$ cat src/rtl/core/rpc_pkg.sv
// ----------------------------------------------------------------------------
// rpc_pkg: shared types and constants of the reservoir pump controller
// Payload structs, level and send codes, register indexes and timer sizing.
// ----------------------------------------------------------------------------
package rpc_pkg;

    localparam int TIMER_BITS  = 16;
    localparam int THRESH_BITS = 16;
    localparam int CMP_BITS    = (TIMER_BITS > THRESH_BITS) ? TIMER_BITS : THRESH_BITS;

    localparam int CFG_INDEX_BITS = 3;
    localparam int CFG_DATA_BITS  = 16;

    // register indexes
    localparam logic [CFG_INDEX_BITS-1:0] REG_LEVEL_STABLE  = 3'd0;
    localparam logic [CFG_INDEX_BITS-1:0] REG_BUTTON_STABLE = 3'd1;
    localparam logic [CFG_INDEX_BITS-1:0] REG_WELL_ASSIGNED = 3'd2;
    localparam logic [CFG_INDEX_BITS-1:0] REG_WELL_SHARED   = 3'd3;
    localparam logic [CFG_INDEX_BITS-1:0] REG_START_MANUAL  = 3'd4;

    localparam logic [THRESH_BITS-1:0] LEVEL_STABLE_RESET  = 16'd2000;
    localparam logic [THRESH_BITS-1:0] BUTTON_STABLE_RESET = 16'd50;

    // qualified level codes
    localparam logic [1:0] LVL_UNKNOWN = 2'd0;
    localparam logic [1:0] LVL_EMPTY   = 2'd1;
    localparam logic [1:0] LVL_FULL    = 2'd2;

    // command report codes
    localparam logic [1:0] SEND_NONE   = 2'd0;
    localparam logic [1:0] SEND_DIRECT = 2'd1;
    localparam logic [1:0] SEND_SHARED = 2'd2;

    typedef struct packed {
        logic level_pin_low;
        logic button_pin_low;
    } t_in_item;

    typedef struct packed {
        logic       pump_on;
        logic       mode_manual;
        logic [1:0] level_state;
        logic [1:0] send_kind;
        logic       start_inhibited;
    } t_out_item;

    typedef struct packed {
        logic [THRESH_BITS-1:0] level_stable_ticks;
        logic [THRESH_BITS-1:0] button_stable_ticks;
        logic                   well_assigned;
        logic                   well_shared;
        logic                   start_manual;
    } t_cfg;

    // qualifier results for the control stage
    typedef struct packed {
        logic [1:0] level_now;
        logic       press;
    } t_qual;

    function automatic logic [TIMER_BITS-1:0] timer_inc(input logic [TIMER_BITS-1:0] t);
        logic [TIMER_BITS-1:0] r;
        r = (t == {TIMER_BITS{1'b1}}) ? t : t + 1'b1;
        return r;
    endfunction

    function automatic logic timer_above(input logic [TIMER_BITS-1:0] t,
                                         input logic [THRESH_BITS-1:0] th);
        logic r;
        r = CMP_BITS'(t) > CMP_BITS'(th);
        return r;
    endfunction

endpackage

$ cat src/rtl/core/rpc_qualify.sv
// ----------------------------------------------------------------------------
// rpc_qualify: level qualifier and button debouncer
// Holds the persistence timers; yields the qualified level and press events.
// ----------------------------------------------------------------------------
module rpc_qualify (
    input  logic            i_clk,
    input  logic            i_rst_n,
    input  logic            i_en,
    input  rpc_pkg::t_in_item i_item,
    input  rpc_pkg::t_cfg   i_cfg,
    output rpc_pkg::t_qual  o_qual
);

    logic [1:0]                     r_lvl_cand, n_lvl_cand;
    logic [rpc_pkg::TIMER_BITS-1:0] r_lvl_timer, n_lvl_timer;
    logic [1:0]                     r_lvl_now, n_lvl_now;
    logic                           r_btn_last, n_btn_last;
    logic                           r_btn_steady, n_btn_steady;
    logic [rpc_pkg::TIMER_BITS-1:0] r_btn_timer, n_btn_timer;
    logic                           press;
    logic [1:0]                     detected;

    always_comb begin
        detected = i_item.level_pin_low ? rpc_pkg::LVL_FULL : rpc_pkg::LVL_EMPTY;

        // level: restart persistence on a change of candidate
        n_lvl_cand = detected;
        if (detected != r_lvl_cand) begin
            n_lvl_timer = '0;
        end else begin
            n_lvl_timer = rpc_pkg::timer_inc(r_lvl_timer);
        end
        n_lvl_now = r_lvl_now;
        if (rpc_pkg::timer_above(n_lvl_timer, i_cfg.level_stable_ticks)) begin
            n_lvl_now = detected;
        end

        // button: press is the stable released-to-pressed change
        if (i_item.button_pin_low != r_btn_last) begin
            n_btn_timer = '0;
        end else begin
            n_btn_timer = rpc_pkg::timer_inc(r_btn_timer);
        end
        n_btn_last   = i_item.button_pin_low;
        n_btn_steady = r_btn_steady;
        press        = 1'b0;
        if (rpc_pkg::timer_above(n_btn_timer, i_cfg.button_stable_ticks) &&
            (i_item.button_pin_low != r_btn_steady)) begin
            n_btn_steady = i_item.button_pin_low;
            press        = i_item.button_pin_low;
        end

        o_qual.level_now = n_lvl_now;
        o_qual.press     = press;
    end

    always_ff @(posedge i_clk) begin
        if (!i_rst_n) begin
            r_lvl_cand   <= rpc_pkg::LVL_UNKNOWN;
            r_lvl_timer  <= '0;
            r_lvl_now    <= rpc_pkg::LVL_UNKNOWN;
            r_btn_last   <= 1'b0;
            r_btn_steady <= 1'b0;
            r_btn_timer  <= '0;
        end else if (i_en) begin
            r_lvl_cand   <= n_lvl_cand;
            r_lvl_timer  <= n_lvl_timer;
            r_lvl_now    <= n_lvl_now;
            r_btn_last   <= n_btn_last;
            r_btn_steady <= n_btn_steady;
            r_btn_timer  <= n_btn_timer;
        end
    end

endmodule

$ cat src/rtl/core/rpc_control.sv
// ----------------------------------------------------------------------------
// rpc_control: mode sequencer and pump command logic
// Applies the press cycle and automatic level control; builds the result.
// ----------------------------------------------------------------------------
module rpc_control (
    input  logic               i_clk,
    input  logic               i_rst_n,
    input  logic               i_en,
    input  rpc_pkg::t_qual     i_qual,
    input  rpc_pkg::t_cfg      i_cfg,
    input  logic               i_mode_load,
    input  logic               i_mode_value,
    output rpc_pkg::t_out_item o_item
);

    logic r_manual, n_manual;
    logic r_pending, n_pending;
    logic r_pump, n_pump;
    logic r_auto_last, n_auto_last;
    logic issued;
    logic inhibited;
    logic want;

    always_comb begin
        n_manual    = r_manual;
        n_pending   = r_pending;
        n_pump      = r_pump;
        n_auto_last = r_auto_last;
        issued      = 1'b0;
        inhibited   = 1'b0;
        want        = r_pump;

        if (i_qual.press) begin
            priority if (!r_manual) begin
                n_manual  = 1'b1;
                n_pending = 1'b1;
            end else if (r_pending) begin
                if (!r_pump && (i_qual.level_now == rpc_pkg::LVL_FULL)) begin
                    inhibited = 1'b1;
                end else begin
                    n_pump = !r_pump;
                    issued = 1'b1;
                end
                n_pending = 1'b0;
            end else begin
                n_manual  = 1'b0;
                n_pending = 1'b0;
            end
        end

        if (!n_manual) begin
            want = n_pump;
            if (i_qual.level_now == rpc_pkg::LVL_EMPTY) begin
                want = 1'b1;
            end else if (i_qual.level_now == rpc_pkg::LVL_FULL) begin
                want = 1'b0;
            end
            if (want != r_auto_last) begin
                n_pump      = want;
                n_auto_last = want;
                issued      = 1'b1;
            end
        end

        o_item.pump_on         = n_pump;
        o_item.mode_manual     = n_manual;
        o_item.level_state     = i_qual.level_now;
        o_item.start_inhibited = inhibited;
        if (issued && i_cfg.well_assigned) begin
            o_item.send_kind = i_cfg.well_shared ? rpc_pkg::SEND_SHARED : rpc_pkg::SEND_DIRECT;
        end else begin
            o_item.send_kind = rpc_pkg::SEND_NONE;
        end
    end

    always_ff @(posedge i_clk) begin
        if (!i_rst_n) begin
            r_manual    <= 1'b0;
            r_pending   <= 1'b0;
            r_pump      <= 1'b0;
            r_auto_last <= 1'b1;
        end else if (i_mode_load) begin
            r_manual  <= i_mode_value;
            r_pending <= 1'b0;
        end else if (i_en) begin
            r_manual    <= n_manual;
            r_pending   <= n_pending;
            r_pump      <= n_pump;
            r_auto_last <= n_auto_last;
        end
    end

endmodule

$ cat src/rtl/core/rpc_outbuf.sv
// ----------------------------------------------------------------------------
// rpc_outbuf: result register with skid stage
// Holds results while the receiver stalls; stalls the input only when full.
// ----------------------------------------------------------------------------
module rpc_outbuf (
    input  logic               i_clk,
    input  logic               i_rst_n,
    input  logic               i_push,
    input  rpc_pkg::t_out_item i_item,
    output logic               o_full,
    output logic               o_valid,
    output rpc_pkg::t_out_item o_item,
    input  logic               i_stall
);

    logic               r_out_valid;
    rpc_pkg::t_out_item r_out;
    logic               r_skid_valid;
    rpc_pkg::t_out_item r_skid;
    logic               out_free;

    assign out_free = !r_out_valid || !i_stall;
    assign o_full   = r_skid_valid;
    assign o_valid  = r_out_valid;
    assign o_item   = r_out;

    always_ff @(posedge i_clk) begin
        if (!i_rst_n) begin
            r_out_valid  <= 1'b0;
            r_skid_valid <= 1'b0;
        end else if (out_free) begin
            if (r_skid_valid) begin
                r_out_valid  <= 1'b1;
                r_skid_valid <= 1'b0;
            end else begin
                r_out_valid <= i_push;
            end
        end else if (i_push) begin
            r_skid_valid <= 1'b1;
        end
    end

    always_ff @(posedge i_clk) begin
        if (out_free) begin
            if (r_skid_valid) begin
                r_out <= r_skid;
            end else if (i_push) begin
                r_out <= i_item;
            end
        end else if (i_push) begin
            r_skid <= i_item;
        end
    end

endmodule

$ cat src/rtl/core/reservoir_pump_controller.sv
// ----------------------------------------------------------------------------
// reservoir_pump_controller: tick-driven reservoir pump controller
// Qualifies level and button pins per tick and issues pump commands.
// ----------------------------------------------------------------------------
// Input channel: one transfer per millisecond tick on i_in_valid/o_in_stall,
// carrying the raw level and button pins. Output channel: one result per
// tick on o_out_valid/i_out_stall with pump command, mode, qualified level,
// command report and start-inhibit flag.
// Each result is registered, in the result register or, while stalled, in the skid.
// Throughput: one tick per cycle while o_in_stall is low; the whole tick update is one pass of
// combinational logic from the state registers into the result register.
// A two-entry output (result register plus skid) lets the block take the
// next tick while a finished result waits; o_in_stall rises only when both
// entries are occupied, and stays low again once the receiver drains one.
// Configuration: i_cfg_we writes register i_cfg_index with i_cfg_data;
// write only while idle. Writing start_manual reloads the mode
// and clears a pending manual toggle. Unknown indexes are ignored.
// Reset (synchronous, active low): registers return to defaults (level
// threshold 2000, button threshold 50, AUTO mode, pump off), timers clear,
// the level reads unknown and both output entries empty.
// ----------------------------------------------------------------------------
module reservoir_pump_controller (
    input  logic                                 i_clk,
    input  logic                                 i_rst_n,
    input  logic                                 i_in_valid,
    input  rpc_pkg::t_in_item                    i_in_data,
    output logic                                 o_in_stall,
    output logic                                 o_out_valid,
    output rpc_pkg::t_out_item                   o_out_data,
    input  logic                                 i_out_stall,
    input  logic                                 i_cfg_we,
    input  logic [rpc_pkg::CFG_INDEX_BITS-1:0]   i_cfg_index,
    input  logic [rpc_pkg::CFG_DATA_BITS-1:0]    i_cfg_data
);

    rpc_pkg::t_cfg      r_cfg;
    rpc_pkg::t_qual     qual;
    rpc_pkg::t_out_item result;
    logic               in_xfer;
    logic               full;
    logic               mode_load;

    // a tick transfers whenever the skid entry is free
    assign o_in_stall = full;
    assign in_xfer    = i_in_valid && !full;
    assign mode_load  = i_cfg_we && (i_cfg_index == rpc_pkg::REG_START_MANUAL);

    // configuration registers
    always_ff @(posedge i_clk) begin
        if (!i_rst_n) begin
            r_cfg.level_stable_ticks  <= rpc_pkg::LEVEL_STABLE_RESET;
            r_cfg.button_stable_ticks <= rpc_pkg::BUTTON_STABLE_RESET;
            r_cfg.well_assigned       <= 1'b0;
            r_cfg.well_shared         <= 1'b0;
            r_cfg.start_manual        <= 1'b0;
        end else if (i_cfg_we) begin
            unique case (i_cfg_index)
                rpc_pkg::REG_LEVEL_STABLE:  r_cfg.level_stable_ticks  <= i_cfg_data;
                rpc_pkg::REG_BUTTON_STABLE: r_cfg.button_stable_ticks <= i_cfg_data;
                rpc_pkg::REG_WELL_ASSIGNED: r_cfg.well_assigned       <= i_cfg_data[0];
                rpc_pkg::REG_WELL_SHARED:   r_cfg.well_shared         <= i_cfg_data[0];
                rpc_pkg::REG_START_MANUAL:  r_cfg.start_manual        <= i_cfg_data[0];
                default: begin
                    // drop writes to unused indexes
                end
            endcase
        end
    end

    // level qualifier and button debouncer advance on each tick transfer
    rpc_qualify u_qualify (
        .i_clk   (i_clk),
        .i_rst_n (i_rst_n),
        .i_en    (in_xfer),
        .i_item  (i_in_data),
        .i_cfg   (r_cfg),
        .o_qual  (qual)
    );

    // mode and pump decisions, fed by this tick's qualified level and press
    rpc_control u_control (
        .i_clk        (i_clk),
        .i_rst_n      (i_rst_n),
        .i_en         (in_xfer),
        .i_qual       (qual),
        .i_cfg        (r_cfg),
        .i_mode_load  (mode_load),
        .i_mode_value (i_cfg_data[0]),
        .o_item       (result)
    );

    // result register and skid stage
    rpc_outbuf u_outbuf (
        .i_clk   (i_clk),
        .i_rst_n (i_rst_n),
        .i_push  (in_xfer),
        .i_item  (result),
        .o_full  (full),
        .o_valid (o_out_valid),
        .o_item  (o_out_data),
        .i_stall (i_out_stall)
    );

`ifndef NO_ASSERTIONS
    // a refused start leaves the pump off and happens only in manual mode
    a_inhibit_manual: assert property (@(posedge i_clk) disable iff (!i_rst_n)
        (o_out_valid && o_out_data.start_inhibited)
            |-> (!o_out_data.pump_on && o_out_data.mode_manual))
        else $error("start inhibit outside manual mode or with pump on");

    // no command is reported while no well is assigned
    a_send_needs_well: assert property (@(posedge i_clk) disable iff (!i_rst_n)
        (in_xfer && !r_cfg.well_assigned) |-> (result.send_kind == rpc_pkg::SEND_NONE))
        else $error("command reported without an assigned well");

    // report codes and level codes stay in range
    a_codes_legal: assert property (@(posedge i_clk) disable iff (!i_rst_n)
        o_out_valid |-> (o_out_data.send_kind <= rpc_pkg::SEND_SHARED &&
                         o_out_data.level_state <= rpc_pkg::LVL_FULL))
        else $error("illegal send or level code on output");

    // a tick transfer while the output is stalled fills the skid entry
    a_skid_fill: assert property (@(posedge i_clk) disable iff (!i_rst_n)
        (in_xfer && o_out_valid && i_out_stall) |=> full)
        else $error("stalled result lost a following tick");
`endif

endmodule
$ cat config.mk
export PLATFORM = sky130hd
export DESIGN_NAME = reservoir_pump_controller
export DESIGN_NICKNAME = d
export VERILOG_FILES = /design/src/rtl/core/rpc_pkg.sv /design/src/rtl/core/rpc_qualify.sv /design/src/rtl/core/rpc_control.sv /design/src/rtl/core/rpc_outbuf.sv /design/src/rtl/core/reservoir_pump_controller.sv
export SDC_FILE = /design/constraint.sdc
export NUM_CORES = 1
export LEC_CHECK = 0
export BUFFER_PORTS_ARGS = -buffer_cell sky130_fd_sc_hd__buf_2
export CAP_MARGIN = 20
export CORE_ASPECT_RATIO = 1.2
export CORE_UTILIZATION = 30
export DETAILED_ROUTE_END_ITERATION = 10
export SLEW_MARGIN = 20
export SYNTH_ARGS = -nofsm -noshare
export SYNTH_HDL_FRONTEND = slang
export SYNTH_SLANG_ARGS = --single-unit
export TNS_END_PERCENT = 50
$ cat constraint.sdc
create_clock -name i_clk -period 4 [get_ports i_clk]
set_input_delay 0 -clock i_clk [delete_from_list [all_inputs] [get_ports i_clk]]
set_output_delay 0 -clock i_clk [all_outputs]
set_load 0.05 [all_outputs]
==> flow_summary.yaml <==
run_status:
  violations: "setup timing"
  outcome: "finished with violations"
timing:
  relSlewSlack: 0.323
  finalClockSkew_ps: 14.6
  max_freq_mhz: 240
  final.min_clock_period_ps: 4160
  final_hold_viol_count: 0
  fin_tns_setup_ps: -613
  rsz0062_at_grt: "yes"
  worst_slew_pin_slew_ps: 1000
  drv_slew: 0
  final.setup.worst_slack_ps: -162
  finalSetupViolations: 5
  fin_crit_sh: 1.04
floorplanning:
  chipWidth_um: 124
  start_util: 0.307
  die_y_um: 149
  rows: 53
  io_pins: 35
  core_area_um2: 17500
  die_area_um2: 18500
detailed_routing:
  drc: 0
  via_count: 4884
  wire_per_inst_um: 13.3
  ant_nets: 0
  routed_via_density: 4.87
  firstDrtPassIters: 5
  dr.first_iter.drc_count: 263
  routed_wl_mm: 13.3
worst_setup_path:
  cp-end-kind: "flop"
  critPathKind: "reg2reg"
  rr_worst_depth: 19
  arrival_ps: 4260
  crit_required_ps: 4100
  path_max_fanout: 4
  cp-start-kind: "flop"
synth:
  syn_inst: 662
  synth_area_um2: 5380
  yosys_warnings: 0
  synth_area_per_cell_um2: 8.12
  synth_top_area_share: 0.290
  synth_edf_count: 14
  synth.yosys.seq_area_share: 0.369
  ys_async_sr_fraction: 0
  yosys.area.top_type: "dfxtp_1"
  synth-seq-cells: 92
  syn_nets: 722
  synth-main-ff-cell: "dfxtp_1"
  yosys-top-cells-area: "dfxtp_1 29%, nand2_1 9.2%, ha_1 7.9%, edfxtp_1 7.8%, a21boi_0 6.4%"
  synth.distinct_cells: 62
layout:
  syn_to_final_growth_pct: 31.3
  num-fill-cells: 1801
  antenna_cells: 0
  drive_gt1_frac: 0.244
  multi_input_area_um2: 3350
  layout.nets: 838
  final_cell_area_um2: 7060
  regArea_um2: 1990
power:
  p_leak_nw: 2.85
  peakVddDrop_mv: 0.206
  powerDensity_nw_per_um2: 290
clock_network:
  path_clk_slew_ps: 70
  clk_path_buf_depth: 2
  htree_levels: 3
  root_buffer: "clkbuf_16"
  cts.sinks: 92
  clkLatencyLatePin_ps: 360
  cts_tree: "yes"
  cts_made_buffers: 9
global_route:
  grt_pass1_vias: 4798
  grt_first_pass_wirelength_mm: 22.5
  gr-total-overflow: 0
  antenna_found_initial: 0
  grt_max_degree: 46
  track_usage: 0.149
placement:
  globalplace.congestion: 0.836
  hpwl_mm: 9.38
  dpl_cell_area_um2: 6270
  port_buffers: 34
flow_run:
  cap_violations: 0
worst_hold_path:
  hold_depth: 3
  hold_path.class: "in2reg"
## cell usage in the layout (no fill, tap or decap), types with 4 or more instances in the layout
cell / n
ha_1: 32
nor2b_1: 13
a21oi_2: 6
xor2_1: 17
buf_4: 78
dfxtp_2: 4
buf_2: 34
a22oi_1: 4
a21boi_0: 46
edfxtp_1: 14
nand3_1: 17
and4_4: 4
dlygate4sd3_1: 20
o21ai_0: 18
dfxtp_1: 73
clkbuf_16: 10
xnor2_1: 5
o211ai_1: 11
nand2_1: 132
a21oi_1: 28
nand4_1: 12
and3_1: 6
o21a_1: 5
inv_1: 43
nor2_1: 42
mux2i_1: 4
nor3_1: 8
a21o_1: 4
## logic make-up (layout without fill, tap and decap cells)
family,after synthesis,in the layout,share of synthesized area
AOI/OAI and AO/OA,157,157,0.201
xor gates and xnor gates,25,25,0.0407
adders and majority gates,34,34,0.0791
buffers and inverters,74,195,0.0540
DFF,92,92,0.369
muxes,5,5,0.00954
and+or+nand+nor,275,275,0.247
## synthesized netlist by cell type (all sizes together) (4+ instances only)
library cell / count
nor3: 12
inv: 44
a21o: 6
and4: 7
o211ai: 11
nand3: 18
nor2b: 14
o21ai: 20
clkbuf: 23
a22oi: 4
xnor2: 7
nor2: 43
dfxtp: 78
buf: 7
nand2: 132
a31oi: 6
and2: 6
o21a: 5
edfxtp: 14
and3: 8
nand4: 15
o31ai: 4
xor2: 18
mux2i: 4
a21boi: 49
a211oi: 6
a21oi: 34
ha: 34
## through the flow
stage,hold WS [ps],util,setup WS [ps],cells,total power [mW]
floorplan,90.2,-,-195,662,1.12
global placement,250,0.358,-202,958,1.19
detailed placement,257,0.358,-263,958,1.19
CTS,64.3,0.390,-200,997,2.07
global route,90.1,0.403,-357,1003,2.13
finish,79.8,0.403,-162,1003,2.05
## worst max-delay path, stage by stage, from the launching register on
cell,delay [ps]
dfxtp_2,320
and4_4,220
and4_4,200
and4_4,220
nand4_4,120
buf_6,150
and3_1,200
xnor2_1,150
nor2_1,70
ha_1,330
buf_4,150
nand2_1,50
a21oi_1,70
a2111o_1,480
buf_6,160
nand3_4,90
a31oi_4,110
or3_4,430
a211oi_4,300
o31ai_1,90
## per-layer routing
metal | vias to the layer above | GRT usage | wire, um
li1 | 2533 | - | -
met1 | 2270 | 0.194 | 6470
met2 | 68 | 0.242 | 6260
met3 | 13 | 0.0299 | 408
met4 | 0 | 0.0590 | 175
met5 | - | 0 | 0
## power by group
part	leakage [nW]	switching, mW	total (mW)	internal [mW]
Combinational	1.93	0.138	0.227	0.0884
Sequential	0.770	0.0127	0.973	0.960
Clock	0.143	0.368	0.848	0.480
Total	2.85	0.519	2.05	1.53
## sequential cells by signal, indices dropped and copies added (netlist names)
name	flops
u_qualify.r_lvl_now	2
u_control.r_manual	1
u_qualify.r_lvl_timer	16
u_qualify.r_btn_steady	1
r_cfg	34
u_outbuf.o_full	1
u_qualify.r_lvl_cand	2
u_control.r_auto_last	1
u_control.r_pending	1
u_outbuf.o_item	7
u_qualify.r_btn_timer	16
u_outbuf.r_skid	7
u_qualify.r_btn_last	1
u_control.r_pump	1
u_outbuf.o_valid	1
## layout make-up
cell class,count,share of cell area
clock buffers,14,0.0390
well taps,220,0.0390
clock inverters,2,0.00213
repair buffers,135,0.140
multi-input cells,496,0.474
inverters,44,0.0237
flip-flops and latches,92,0.282
## timing repair
action / 4_1_cts / 5_1_grt
hold endpoints to repair: 39 / 0
hold buffers: 20 / 0
resized for setup: 12 / 36
pin swaps: 15 / 26
setup buffers: 3 / 6
setup endpoints to repair: 7 / 13
## worst paths after layout
kind                                                       startpoint                              end  slack [ps]
worst max-delay path            u_qualify.r_btn_timer[7]$_SDFFE_PN0P_     u_outbuf.o_item[2]$_DFFE_PP_        -160
worst min-delay path                                   i_cfg_index[2]  u_control.r_manual$_SDFFE_PN0P_          80
worst max register to register  u_qualify.r_btn_timer[7]$_SDFFE_PN0P_     u_outbuf.o_item[2]$_DFFE_PP_        -160
worst min register to register                 r_cfg[32]$_SDFFE_PN0P_           r_cfg[32]$_SDFFE_PN0P_         460
(Power assumes the default switching activity.)
